File: src/nfia_pkg.sv
// shared types and constants of the next-fit id allocator
package nfia_pkg;

  localparam int ID_SPACE_DEF   = 1024;
  localparam int SLOT_LIMIT_DEF = 64;

  localparam int ACT_W = 3;
  localparam int ST_W  = 3;
  localparam int ID_W  = 10;
  localparam int SEQ_W = 64;
  localparam int CNT_W = 11;

  localparam int IN_DATA_W  = 16;
  localparam int OUT_DATA_W = 80;

  localparam int WRAP_ID = 2;

  typedef enum logic [ACT_W-1:0] {
    ACT_RESERVE = 3'd0,
    ACT_RELEASE = 3'd1,
    ACT_ASSIGN  = 3'd2,
    ACT_REMOVE  = 3'd3,
    ACT_LOOKUP  = 3'd4
  } act_t;

  typedef enum logic [ST_W-1:0] {
    STAT_OK        = 3'd0,
    STAT_NO_SLOT   = 3'd1,
    STAT_UNDERFLOW = 3'd2,
    STAT_NO_FREE   = 3'd3,
    STAT_NOT_FOUND = 3'd4
  } status_t;

  typedef enum logic [1:0] {
    S_IDLE,
    S_PROBE,
    S_DONE
  } state_t;

endpackage

File: src/nfia_map.sv
// in-use bitmap memory with one read port, one write port and a clearing pass after reset
module nfia_map #(
  parameter int DEPTH = 1024,
  parameter int AW    = 10
) (
  input  logic          clk,
  input  logic          rst_n,
  input  logic          rd_en,
  input  logic [AW-1:0] rd_addr,
  output logic          rd_bit,
  input  logic          wr_en,
  input  logic [AW-1:0] wr_addr,
  input  logic          wr_bit,
  output logic          ready
);

  logic          mem [DEPTH];
  logic          clr_r;
  logic [AW-1:0] clr_idx_r;
  logic          rd_q_r;

  logic          w_en;
  logic [AW-1:0] w_addr;
  logic          w_bit;

  always_ff @(posedge clk) begin
    if (!rst_n) begin
      clr_r     <= 1'b1;
      clr_idx_r <= '0;
    end else if (clr_r) begin
      if (clr_idx_r == AW'(DEPTH - 1)) begin
        clr_r <= 1'b0;
      end
      clr_idx_r <= clr_idx_r + AW'(1);
    end
  end

  always_comb begin
    if (clr_r) begin
      w_en   = 1'b1;
      w_addr = clr_idx_r;
      w_bit  = 1'b0;
    end else begin
      w_en   = wr_en;
      w_addr = wr_addr;
      w_bit  = wr_bit;
    end
  end

  always_ff @(posedge clk) begin
    if (w_en) begin
      mem[w_addr] <= w_bit;
    end
  end

  always_ff @(posedge clk) begin
    if (rd_en) begin
      rd_q_r <= mem[rd_addr];
    end
  end

  assign rd_bit = rd_q_r;
  assign ready  = !clr_r;

endmodule

File: src/next_fit_id_allocator_top.sv
// top level of the next-fit id allocator: action sequencer, counters and result register
//
//  channel | dir | ports           | content
//  in      | in  | in_t*           | tuser action, tdata id_in
//  out     | out | out_t*          | tdata status, id_out, sequence_out, present
//
//  reserve, release and unknown actions: S_IDLE to S_DONE, then out_tvalid and out_tdata are registered
//  remove and lookup: S_IDLE, S_PROBE, S_DONE, at most one bitmap read (none for an out-of-range id)
//  assign: S_IDLE, then S_PROBE for each entry probed (1 to ID_SPACE entries), then S_DONE
//  after reset the bitmap clearing pass runs over all ID_SPACE entries with in_tready low
//  one item in flight; a held result stalls only the finish of the next item
module next_fit_id_allocator_top
  import nfia_pkg::*;
#(
  parameter int ID_SPACE   = ID_SPACE_DEF,
  parameter int SLOT_LIMIT = SLOT_LIMIT_DEF
) (
  input  logic                  clk,
  input  logic                  rst_n,
  input  logic                  in_tvalid,
  output logic                  in_tready,
  input  logic [IN_DATA_W-1:0]  in_tdata,   // id_in[9:0]
  input  logic [ACT_W-1:0]      in_tuser,   // action[2:0]
  output logic                  out_tvalid,
  input  logic                  out_tready,
  output logic [OUT_DATA_W-1:0] out_tdata   // status[2:0], id_out[12:3], sequence_out[76:13], present[77]
);

  localparam int IdW  = $clog2(ID_SPACE);
  localparam int CmpW = ((IdW > ID_W) ? IdW : ID_W) + 1;
  localparam logic [IdW:0]  SpaceC = (IdW+1)'(ID_SPACE);
  localparam logic [CmpW-1:0] SpaceCmp = CmpW'(ID_SPACE);

  state_t              state_r, state_nxt;
  act_t                act_r, act_nxt;
  logic [IdW-1:0]      cur_r, cur_nxt;
  logic [IdW-1:0]      cnt_r, cnt_nxt;
  logic                rng_r, rng_nxt;
  logic [IdW-1:0]      next_id_r, next_id_nxt;
  logic [SEQ_W-1:0]    seq_r, seq_nxt;
  logic [CNT_W-1:0]    rsv_r, rsv_nxt;
  logic [CNT_W-1:0]    reg_r, reg_nxt;

  status_t             res_status_r, res_status_nxt;
  logic [ID_W-1:0]     res_id_r, res_id_nxt;
  logic [SEQ_W-1:0]    res_seq_r, res_seq_nxt;
  logic                res_present_r, res_present_nxt;

  logic                  out_valid_r, out_valid_nxt;
  logic [OUT_DATA_W-1:0] out_data_r, out_data_nxt;

  logic                map_rd_en;
  logic [IdW-1:0]      map_rd_addr;
  logic                map_rd_bit;
  logic                map_wr_en;
  logic [IdW-1:0]      map_wr_addr;
  logic                map_wr_bit;
  logic                map_ready;

  logic                in_xfer;
  logic [CmpW-1:0]     id_ext;
  logic                id_in_range;
  logic [IdW-1:0]      id_addr;
  logic [IdW-1:0]      start_id;
  logic [IdW-1:0]      cur_adv;
  logic [SEQ_W-1:0]    seq_inc;

  function automatic logic [IdW-1:0] adv_id(input logic [IdW-1:0] a);
    logic [IdW:0] n;
    n = {1'b0, a} + (IdW+1)'(1);
    if (n >= SpaceC) begin
      return IdW'(WRAP_ID);
    end
    return n[IdW-1:0];
  endfunction

  nfia_map #(
    .DEPTH (ID_SPACE),
    .AW    (IdW)
  ) u_map (
    .clk     (clk),
    .rst_n   (rst_n),
    .rd_en   (map_rd_en),
    .rd_addr (map_rd_addr),
    .rd_bit  (map_rd_bit),
    .wr_en   (map_wr_en),
    .wr_addr (map_wr_addr),
    .wr_bit  (map_wr_bit),
    .ready   (map_ready)
  );

  assign in_tready   = (state_r == S_IDLE) && map_ready;
  assign in_xfer     = in_tvalid && in_tready;
  assign id_ext      = CmpW'(in_tdata[ID_W-1:0]);
  assign id_in_range = id_ext < SpaceCmp;
  assign id_addr     = IdW'(id_ext);
  assign start_id    = ({1'b0, next_id_r} >= SpaceC) ? IdW'(WRAP_ID) : next_id_r;
  assign cur_adv     = adv_id(cur_r);
  assign seq_inc     = seq_r + SEQ_W'(1);

  always_ff @(posedge clk) begin
    if (!rst_n) begin
      state_r     <= S_IDLE;
      next_id_r   <= IdW'(1);
      seq_r       <= SEQ_W'(1);
      rsv_r       <= '0;
      reg_r       <= '0;
      out_valid_r <= 1'b0;
    end else begin
      state_r     <= state_nxt;
      next_id_r   <= next_id_nxt;
      seq_r       <= seq_nxt;
      rsv_r       <= rsv_nxt;
      reg_r       <= reg_nxt;
      out_valid_r <= out_valid_nxt;
    end
  end

  always_ff @(posedge clk) begin
    act_r         <= act_nxt;
    cur_r         <= cur_nxt;
    cnt_r         <= cnt_nxt;
    rng_r         <= rng_nxt;
    res_status_r  <= res_status_nxt;
    res_id_r      <= res_id_nxt;
    res_seq_r     <= res_seq_nxt;
    res_present_r <= res_present_nxt;
    out_data_r    <= out_data_nxt;
  end

  always_comb begin
    state_nxt       = state_r;
    act_nxt         = act_r;
    cur_nxt         = cur_r;
    cnt_nxt         = cnt_r;
    rng_nxt         = rng_r;
    next_id_nxt     = next_id_r;
    seq_nxt         = seq_r;
    rsv_nxt         = rsv_r;
    reg_nxt         = reg_r;
    res_status_nxt  = res_status_r;
    res_id_nxt      = res_id_r;
    res_seq_nxt     = res_seq_r;
    res_present_nxt = res_present_r;
    out_valid_nxt   = out_valid_r && !out_tready;
    out_data_nxt    = out_data_r;
    map_rd_en       = 1'b0;
    map_rd_addr     = cur_r;
    map_wr_en       = 1'b0;
    map_wr_addr     = cur_r;
    map_wr_bit      = 1'b0;

    case (state_r)
      S_IDLE: begin
        if (in_xfer) begin
          act_nxt         = act_t'(in_tuser);
          res_status_nxt  = STAT_OK;
          res_id_nxt      = '0;
          res_seq_nxt     = '0;
          res_present_nxt = 1'b0;
          state_nxt       = S_DONE;
          case (act_t'(in_tuser))
            ACT_RESERVE: begin
              if (rsv_r >= CNT_W'(SLOT_LIMIT)) begin
                res_status_nxt = STAT_NO_SLOT;
              end else begin
                rsv_nxt = rsv_r + CNT_W'(1);
              end
            end
            ACT_RELEASE: begin
              if (rsv_r == '0) begin
                res_status_nxt = STAT_UNDERFLOW;
              end else begin
                rsv_nxt = rsv_r - CNT_W'(1);
              end
            end
            ACT_ASSIGN: begin
              map_rd_en   = 1'b1;
              map_rd_addr = start_id;
              cur_nxt     = start_id;
              cnt_nxt     = '0;
              state_nxt   = S_PROBE;
            end
            ACT_REMOVE, ACT_LOOKUP: begin
              map_rd_en   = id_in_range;
              map_rd_addr = id_addr;
              cur_nxt     = id_addr;
              rng_nxt     = id_in_range;
              state_nxt   = S_PROBE;
            end
            default: begin
            end
          endcase
        end
      end

      S_PROBE: begin
        state_nxt = S_DONE;
        case (act_r)
          ACT_ASSIGN: begin
            if (!map_rd_bit) begin
              map_wr_en   = 1'b1;
              map_wr_addr = cur_r;
              map_wr_bit  = 1'b1;
              next_id_nxt = cur_adv;
              res_id_nxt  = ID_W'(cur_r);
              res_seq_nxt = seq_r;
              seq_nxt     = (seq_inc == '0) ? SEQ_W'(1) : seq_inc;
              reg_nxt     = reg_r + CNT_W'(1);
            end else if (cnt_r == IdW'(ID_SPACE - 1)) begin
              res_status_nxt = STAT_NO_FREE;
            end else begin
              cur_nxt     = cur_adv;
              cnt_nxt     = cnt_r + IdW'(1);
              map_rd_en   = 1'b1;
              map_rd_addr = cur_adv;
              state_nxt   = S_PROBE;
            end
          end
          ACT_REMOVE: begin
            if (rng_r && map_rd_bit) begin
              map_wr_en       = 1'b1;
              map_wr_addr     = cur_r;
              map_wr_bit      = 1'b0;
              reg_nxt         = reg_r - CNT_W'(1);
              res_present_nxt = 1'b1;
            end else begin
              res_status_nxt = STAT_NOT_FOUND;
            end
          end
          ACT_LOOKUP: begin
            res_present_nxt = rng_r && map_rd_bit;
          end
          default: begin
          end
        endcase
      end

      S_DONE: begin
        if (!out_valid_r || out_tready) begin
          out_valid_nxt = 1'b1;
          out_data_nxt  = {2'b00, res_present_r, res_seq_r, res_id_r, res_status_r};
          state_nxt     = S_IDLE;
        end
      end

      default: begin
        state_nxt = S_IDLE;
      end
    endcase
  end

  assign out_tvalid = out_valid_r;
  assign out_tdata  = out_data_r;

endmodule
File: config.mk
export PLATFORM = sky130hd
export DESIGN_NAME = next_fit_id_allocator_top
export DESIGN_NICKNAME = d
export VERILOG_FILES = /design/src/nfia_pkg.sv /design/src/nfia_map.sv /design/src/next_fit_id_allocator_top.sv
export SDC_FILE = /design/constraint.sdc
export NUM_CORES = 2
export LEC_CHECK = 0
export CELL_PAD_IN_SITES_DETAIL_PLACEMENT = 1
export CELL_PAD_IN_SITES_GLOBAL_PLACEMENT = 2
export CORE_ASPECT_RATIO = 1.75
export CORE_UTILIZATION = 44
export DETAILED_ROUTE_END_ITERATION = 7
export DONT_BUFFER_PORTS = 1
export PLACE_DENSITY = 0.82
export SLEW_MARGIN = 25
export SYNTH_ARGS = -nofsm -noshare
export SYNTH_HDL_FRONTEND = slang
export SYNTH_SLANG_ARGS = --single-unit
File: constraint.sdc
create_clock -name clk -period 33.6 [get_ports clk]
set_input_delay 3.36 -clock clk [delete_from_list [all_inputs] [get_ports clk]]
set_output_delay 3.36 -clock clk [all_outputs]
set_load 0.01 [all_outputs]
=== After elaboration in Yosys (flattened, before gate mapping) ===
Memory sizes are Yosys's and may differ from the RTL's. A register that Yosys moved wholly into a read port is not among the register bits.
Index checks and enable logic that the tools add are counted.
W data, S select, Z words.

* Register bits: 279
* RAM bits: 1024
* Input bits: 23
* Output and inout bits: 82
* Logic and storage cells: 147
* Memories: 1

{| class="wikitable"
|+ Memory list
! memory !! depth !! bits a word !! read ports !! clocked after Yosys merged registers in !! wr ports !! RTL line !! source
|-
| u_map.mem || 1024 || 1 || 1 || 1 || 1 || nfia_map.sv:17 || <nowiki>logic mem [DEPTH];</nowiki>
|}

* Add/subtract/negate cells: 6
* Order comparisons: 3
* Eq/ne operators: 26
* Mux-type cells: 68
* Bitwise logic cells: 1
* Reductions and logical operators: 26

{| class="wikitable"
|+ Operators by type and width
! operator !! number
|-
| $mux W64 || 4
|-
| $mux W10 || 15
|-
| $pmux W64 S2 || 1
|-
| $pmux W10 S2 || 4
|-
| $add A64 B1 Y64 const B || 1
|-
| $logic_not A64 Y1 || 1
|-
| $mux W11 || 2
|-
| $pmux W11 S2 || 1
|-
| $mux W1 || 21
|-
| $add A10 B1 Y10 const B || 2
|-
| $eq A10 B10 Y1 const B || 2
|-
| $mux W2 || 7
|-
| $eq A3 B2 Y1 const B || 4
|-
| $mux W3 || 4
|-
| $ne A2 B2 Y1 const B || 6
|-
| $pmux W3 S2 || 2
|-
| $reduce_and A6 Y1 || 2
|-
| $add A10 B1 Y11 const B || 1
|-
| $add A11 B1 Y11 const B || 1
|-
| $ge A11 B11 Y1 const B || 1
|-
| $ge A11 B7 Y1 const B || 1
|-
| $logic_not A11 Y1 || 1
|-
| $lt A10 B11 Y1 const B || 1
|-
| $sub A11 B1 Y11 const B || 1
|-
| 23 further kinds || 44
|}

=== Depth between registers and ports, before layout ===
* Word-level depth: 8
* Depth in mapped cells: 20
* Depth with buffers taken out: 16

=== Modules after synthesis ===
From an unflattened synthesis, not the netlist that was laid out.

* Cells, all modules: 4354
* Area, all modules: 58028.2 sq um

{| class="wikitable"
|+ By module, submodules not included
! module !! times used !! cells each !! area each (sq um)
|-
| nfia_map || 1 || 3174 || 45337.2
|-
| next_fit_id_allocator_top || 1 || 1180 || 12690.9
|}

=== Worst setup path after synthesis ===
No wires, ideal clock.

* Path kind: register -> register
* Start: register state_r[0]
* End: memory u_map.mem[0] (data pin)
* Data arrival time: 24.766 ns
* Data required time: 28.634 ns
* Slack: 3.868 ns
* Cell stages (with the launch flop): 7
* Buffers on the path: 3
* Period minus slack after synthesis: 29.732 ns
* Cell sequence: dfxtp_1 > nor2b_1 > clkbuf_1 > nand3_1 > clkbuf_1 > clkbuf_1 > nor2_1

* Longest elaborated chain between the ends: 3

{| class="wikitable"
|+ Ends and longest elaborated chain
! item !! RTL line !! source
|-
| start: declaration || next_fit_id_allocator_top.sv:34 || <nowiki>state_t state_r, state_nxt;</nowiki>
|-
| start signal: assignment || next_fit_id_allocator_top.sv:110 || <nowiki>state_r <= state_nxt;</nowiki>
|-
| $eq A2 B1 Y1 || next_fit_id_allocator_top.sv:153 || <nowiki>case (state_r)</nowiki>
|-
| $mux W1 || next_fit_id_allocator_top.sv:153 ||
|-
| $mux W1 || nfia_map.sv:39 || <nowiki>if (clr_r) begin</nowiki>
|-
| via u_map.w_bit || nfia_map.sv:24 || <nowiki>logic w_bit;</nowiki>
|-
| end: declaration || nfia_map.sv:17 ||
|}

The timed path passes the listed nets, and every way through them passes these cells.

=== Worst setup path after layout ===
* Start: input port in_tvalid
* End: register u_map.rd_q_r, in the netlist u_map.rd_bit, read port of u_map.mem (data pin)

* Longest elaborated chain between the ends: 3
* Elaborated cells on any way between the ends: 5

{| class="wikitable"
|+ Ends and longest elaborated chain
! item !! RTL line !! source
|-
| start: declaration || next_fit_id_allocator_top.sv:20 || <nowiki>input logic in_tvalid,</nowiki>
|-
| $logic_and A1 B1 Y1 * || next_fit_id_allocator_top.sv:93 || <nowiki>assign in_xfer = in_tvalid && in_tready;</nowiki>
|-
| $mux W10 / $mux W1 (equally long branches) || next_fit_id_allocator_top.sv:155 || <nowiki>if (in_xfer) begin</nowiki>
|-
| $pmux W10 S2 / $pmux W1 S2 (equally long branches) || -- ||
|-
| end: declaration || nfia_map.sv:20 || <nowiki>logic rd_q_r;</nowiki>
|}

Mark *: on every way between the ends. The rest lies on a longest branch, timed or not.
A chain may end at the register's enable or synchronous reset.

==> results.md <==
* Status: finished, final reports clean
* Number of detailed-route iterations in the first pass at 5
* Tcrit/Tclk final at 0.283
* Yosys top cell area share at 0.610
* Placed Area at 59900 sq um
* Max incr delay on CP at 0.70 ns
* Commonest cells post-synth: edfxtp_1, nor2_1, nand2_1
* Final setup TNS at 0 ns
* Max clock buf depth at 3
* Crit. End Element: flip-flop
* Final instance area at 63800 sq um
* Synth Area in XOR/XNOR at 0.0158
* Die Y at 486 um
* Final-report max-slew violation count at 0
* Via count at 42095
* Adder-cell area share of the yosys netlist at 0.00311
* Die width at 278 um
* Ys Warns at 0
* Hold crit path type: reg2reg
* Synth area leaders: edfxtp_1, nor2_1, dfxtp_1, nand2_1, clkbuf_1
* Syn-to-layout area delta at 8.53%
* WL/cell at 29.6 um
* Vias in the first global route at 42899
* Required time of the critical path at 34.09 ns
* Post-synth ARST share at 0
* Highest Clock Rate at 105 MHz
* First-pass GRT wire length at 287 mm
* CTS clk-pin slew, worst paths at 0.07 ns
* Top-count cell post-synth: edfxtp_1
* Worst Hold Launch: res_seq_r[22]
* Rows at 177
* Mux cell area share after synthesis at 0.0258
* Setup Skew at 0.0395 ns
* Clock power share at 0.433
* Worst slew margin at 0.190
* Slowest stage cell on the critical path: or4_1
* #FFs+latches synth at 1303
* Clk_lat worst skew at 0.78 ns
* Simple-gate share of the synthesized area at 0.183
* Comb power frac at 0.008
* Seq/Total Area, Yosys at 0.647
* Initial core utilization at 0.443
* Synth Area in Compound Gates at 0.0877
* Placer Congestion at 0.850
* Final Net Count at 4986
* Largest family of logic cells by synthesized area: simple AND/OR/NAND/NOR gates
* Slew @ Worst Pin at 1.21 ns
* CTS Hold Bufs at 0
* Clock tree from TritonCTS: built
* DIE AREA at 135000 sq um
* Residual DRC count at 0
* P_sw at 0.648 mW
* Count of cell types in the netlist at 96
* Iter 0 DRT Violations at 3891
* RSZ-0062 raised after global routing: false
* Count of input and output buffers at 0
* CP max FO at 72
* Cell Int Power at 2.47 mW
* Antenna violations before repair at 4
* Total Wirelength at 200 mm
* TritonCTS Buffers at 117
* Vias per inst at 6.23
* Fin crit period at 9.53 ns
* Finished Core Util at 0.481
* Final setup fails at 0
* Predominant post-synthesis flop cell: edfxtp_1
* Yosys top cell by area: edfxtp_1
* Pwr per Cell Area at 48.9 nW/um^2
* Sw frac at 0.208
* CP Data Arrival Time at 10.01 ns
* Routed Antenna Nets at 0
* Critical Path Source Type: primary input
* CP delay by family, top: simple AND/OR/NAND/NOR gates
* Post-DP HPWL at 112 mm
* Synth Cell Area at 58800 sq um
* Hold Violations, Final at 0
* Cts repair resizes at 0
* Largest net degree at the start of global routing at 328
* Total core area at 133000 sq um
* CTS H-tree lvls at 3
* EDFF count, synth at 1194
* LEAKAGE at 19.0 nW
* Post-synthesis area per instance at 11.3 sq um
* VDD IR max at 48.8 uV
* GRT Total Usage at 0.293
* Critical path, cell by cell: nor2b_1 > nand2_1 > inv_2 > o21ai_2 > a21oi_1 > a21o_4 > nand2_8 > inv_8 > buf_4 > buf_4 > a21oi_1 > a221oi_1 > a211oi_1 > or4_1 > o22ai_1 > nor4b_1 > nor4_1
* Max cap viols at 0
* Buf/Inv on CP at 4
* Num ports at 105
* Crit path from: in_tvalid
* Critical path class: in2reg
* CTS Root Cell: clkbuf_16
* Gate Count Post-Synth at 5212
* Overflow after GRT at 0
* Layout cells sized above 1 at 0.0853
* Share of power burned in registers at 0.558
* Clk sinks at 1303
* Reg2reg start: u_map.clr_r
* Setup bufs post-CTS at 0
## worst reg2reg max path: cells and delay by family, from the launching register on
kind,cells,cell delay [ns]
buffers and inverters,7,2.56
AO/OA/AOI/OAI,5,1.35
AND/OR/NAND/NOR,8,2.59
flip-flops,1,0.97
## layout make-up
type,instances,area (sq um)
Clock inverter,78,731
Tap cell,1700,2130
Fill cell,13853,68900
Inverter,35,143
Multi-Input combinational cell,3397,18900
Timing Repair Buffer,95,808
Sequential cell,1303,38000
Clock buffer,134,3030
Antenna cell,10,25.0
## placed cells by master (no fill, tap or decap), drive strengths merged, types with 24 or more instances in the layout
cell type,n
a211oi,124
a21oi,105
a221oi,29
a31oi,97
a32oi,51
and2,128
and3,128
buf,95
clkbuf,134
clkinv,51
dfxtp,109
edfxtp,1194
inv,43
mux2i,106
nand2,582
nand3,176
nand4,74
nor2,1133
nor3,70
nor4,24
o21ai,97
or3,37
xnor2,72
xor2,34
## power groups by stage
stage                     logic [mW]  registers [mW]  clock network [mW]
after CTS                     0.0261            1.74                1.37
after floorplan               0.0138            1.78                   0
after detailed placement      0.0260            1.78                   0
after global routing          0.0265            1.74                1.42
final                         0.0263            1.74                1.35
after global placement        0.0257            1.78                   0
## final timing paths
path	cells past startpoint	slack, ns	to
max reg2reg	20	25.86	u_map.rd_bit
max	17	24.07	u_map.rd_bit
min	0	0.42	out_tdata[35]
min reg2reg	0	0.42	out_tdata[35]
## sequential cells by signal, indices dropped and copies added, names as in the netlist
signal / flops
res_seq_r: 64
state_r: 2
res_id_r: 10
seq_r: 64
rsv_r: 11
cnt_r: 10
next_id_r: 10
u_map.mem: 1024
res_status_r: 3
u_map.clr_idx_r: 10
act_r: 3
u_map.rd_bit: 1
out_tvalid: 1
u_map.clr_r: 1
cur_r: 10
res_present_r: 1
out_tdata: 78
## stage by stage
stage                     worst slack (ns)  hold WS, ns  total power [mW]  std cells
after floorplan                       3.87        0.400              1.79       5213
after global placement               23.47        0.401              1.80       6529
after global routing                 23.82        0.427              3.18       6751
final                                24.07        0.418              3.12       6752
after CTS                            24.20        0.419              3.14       6741
after detailed placement             23.39        0.405              1.80       6529
## cell families (layout without fill, tap and decap cells)
| group | Yosys count | count (layout) |
|---|---|---|
| compound gates | 719 | 719 |
| xor+xnor | 106 | 106 |
| fa+ha+maj | 14 | 14 |
| buf+inv | 513 | 342 |
| flops | 1303 | 1303 |
| mux | 131 | 131 |
| other cells | 1 | 12 |
| simple gates | 2425 | 2425 |
## per-layer routing
metal	vias up	global-route usage	share of wire
met5	-	0	0.000065
met3	483	0.0408	0.060
li1	18228	-	-
met4	2	0.190	0.070
met2	1586	0.530	0.52
met1	21796	0.318	0.35
(Power assumes the default switching activity.)
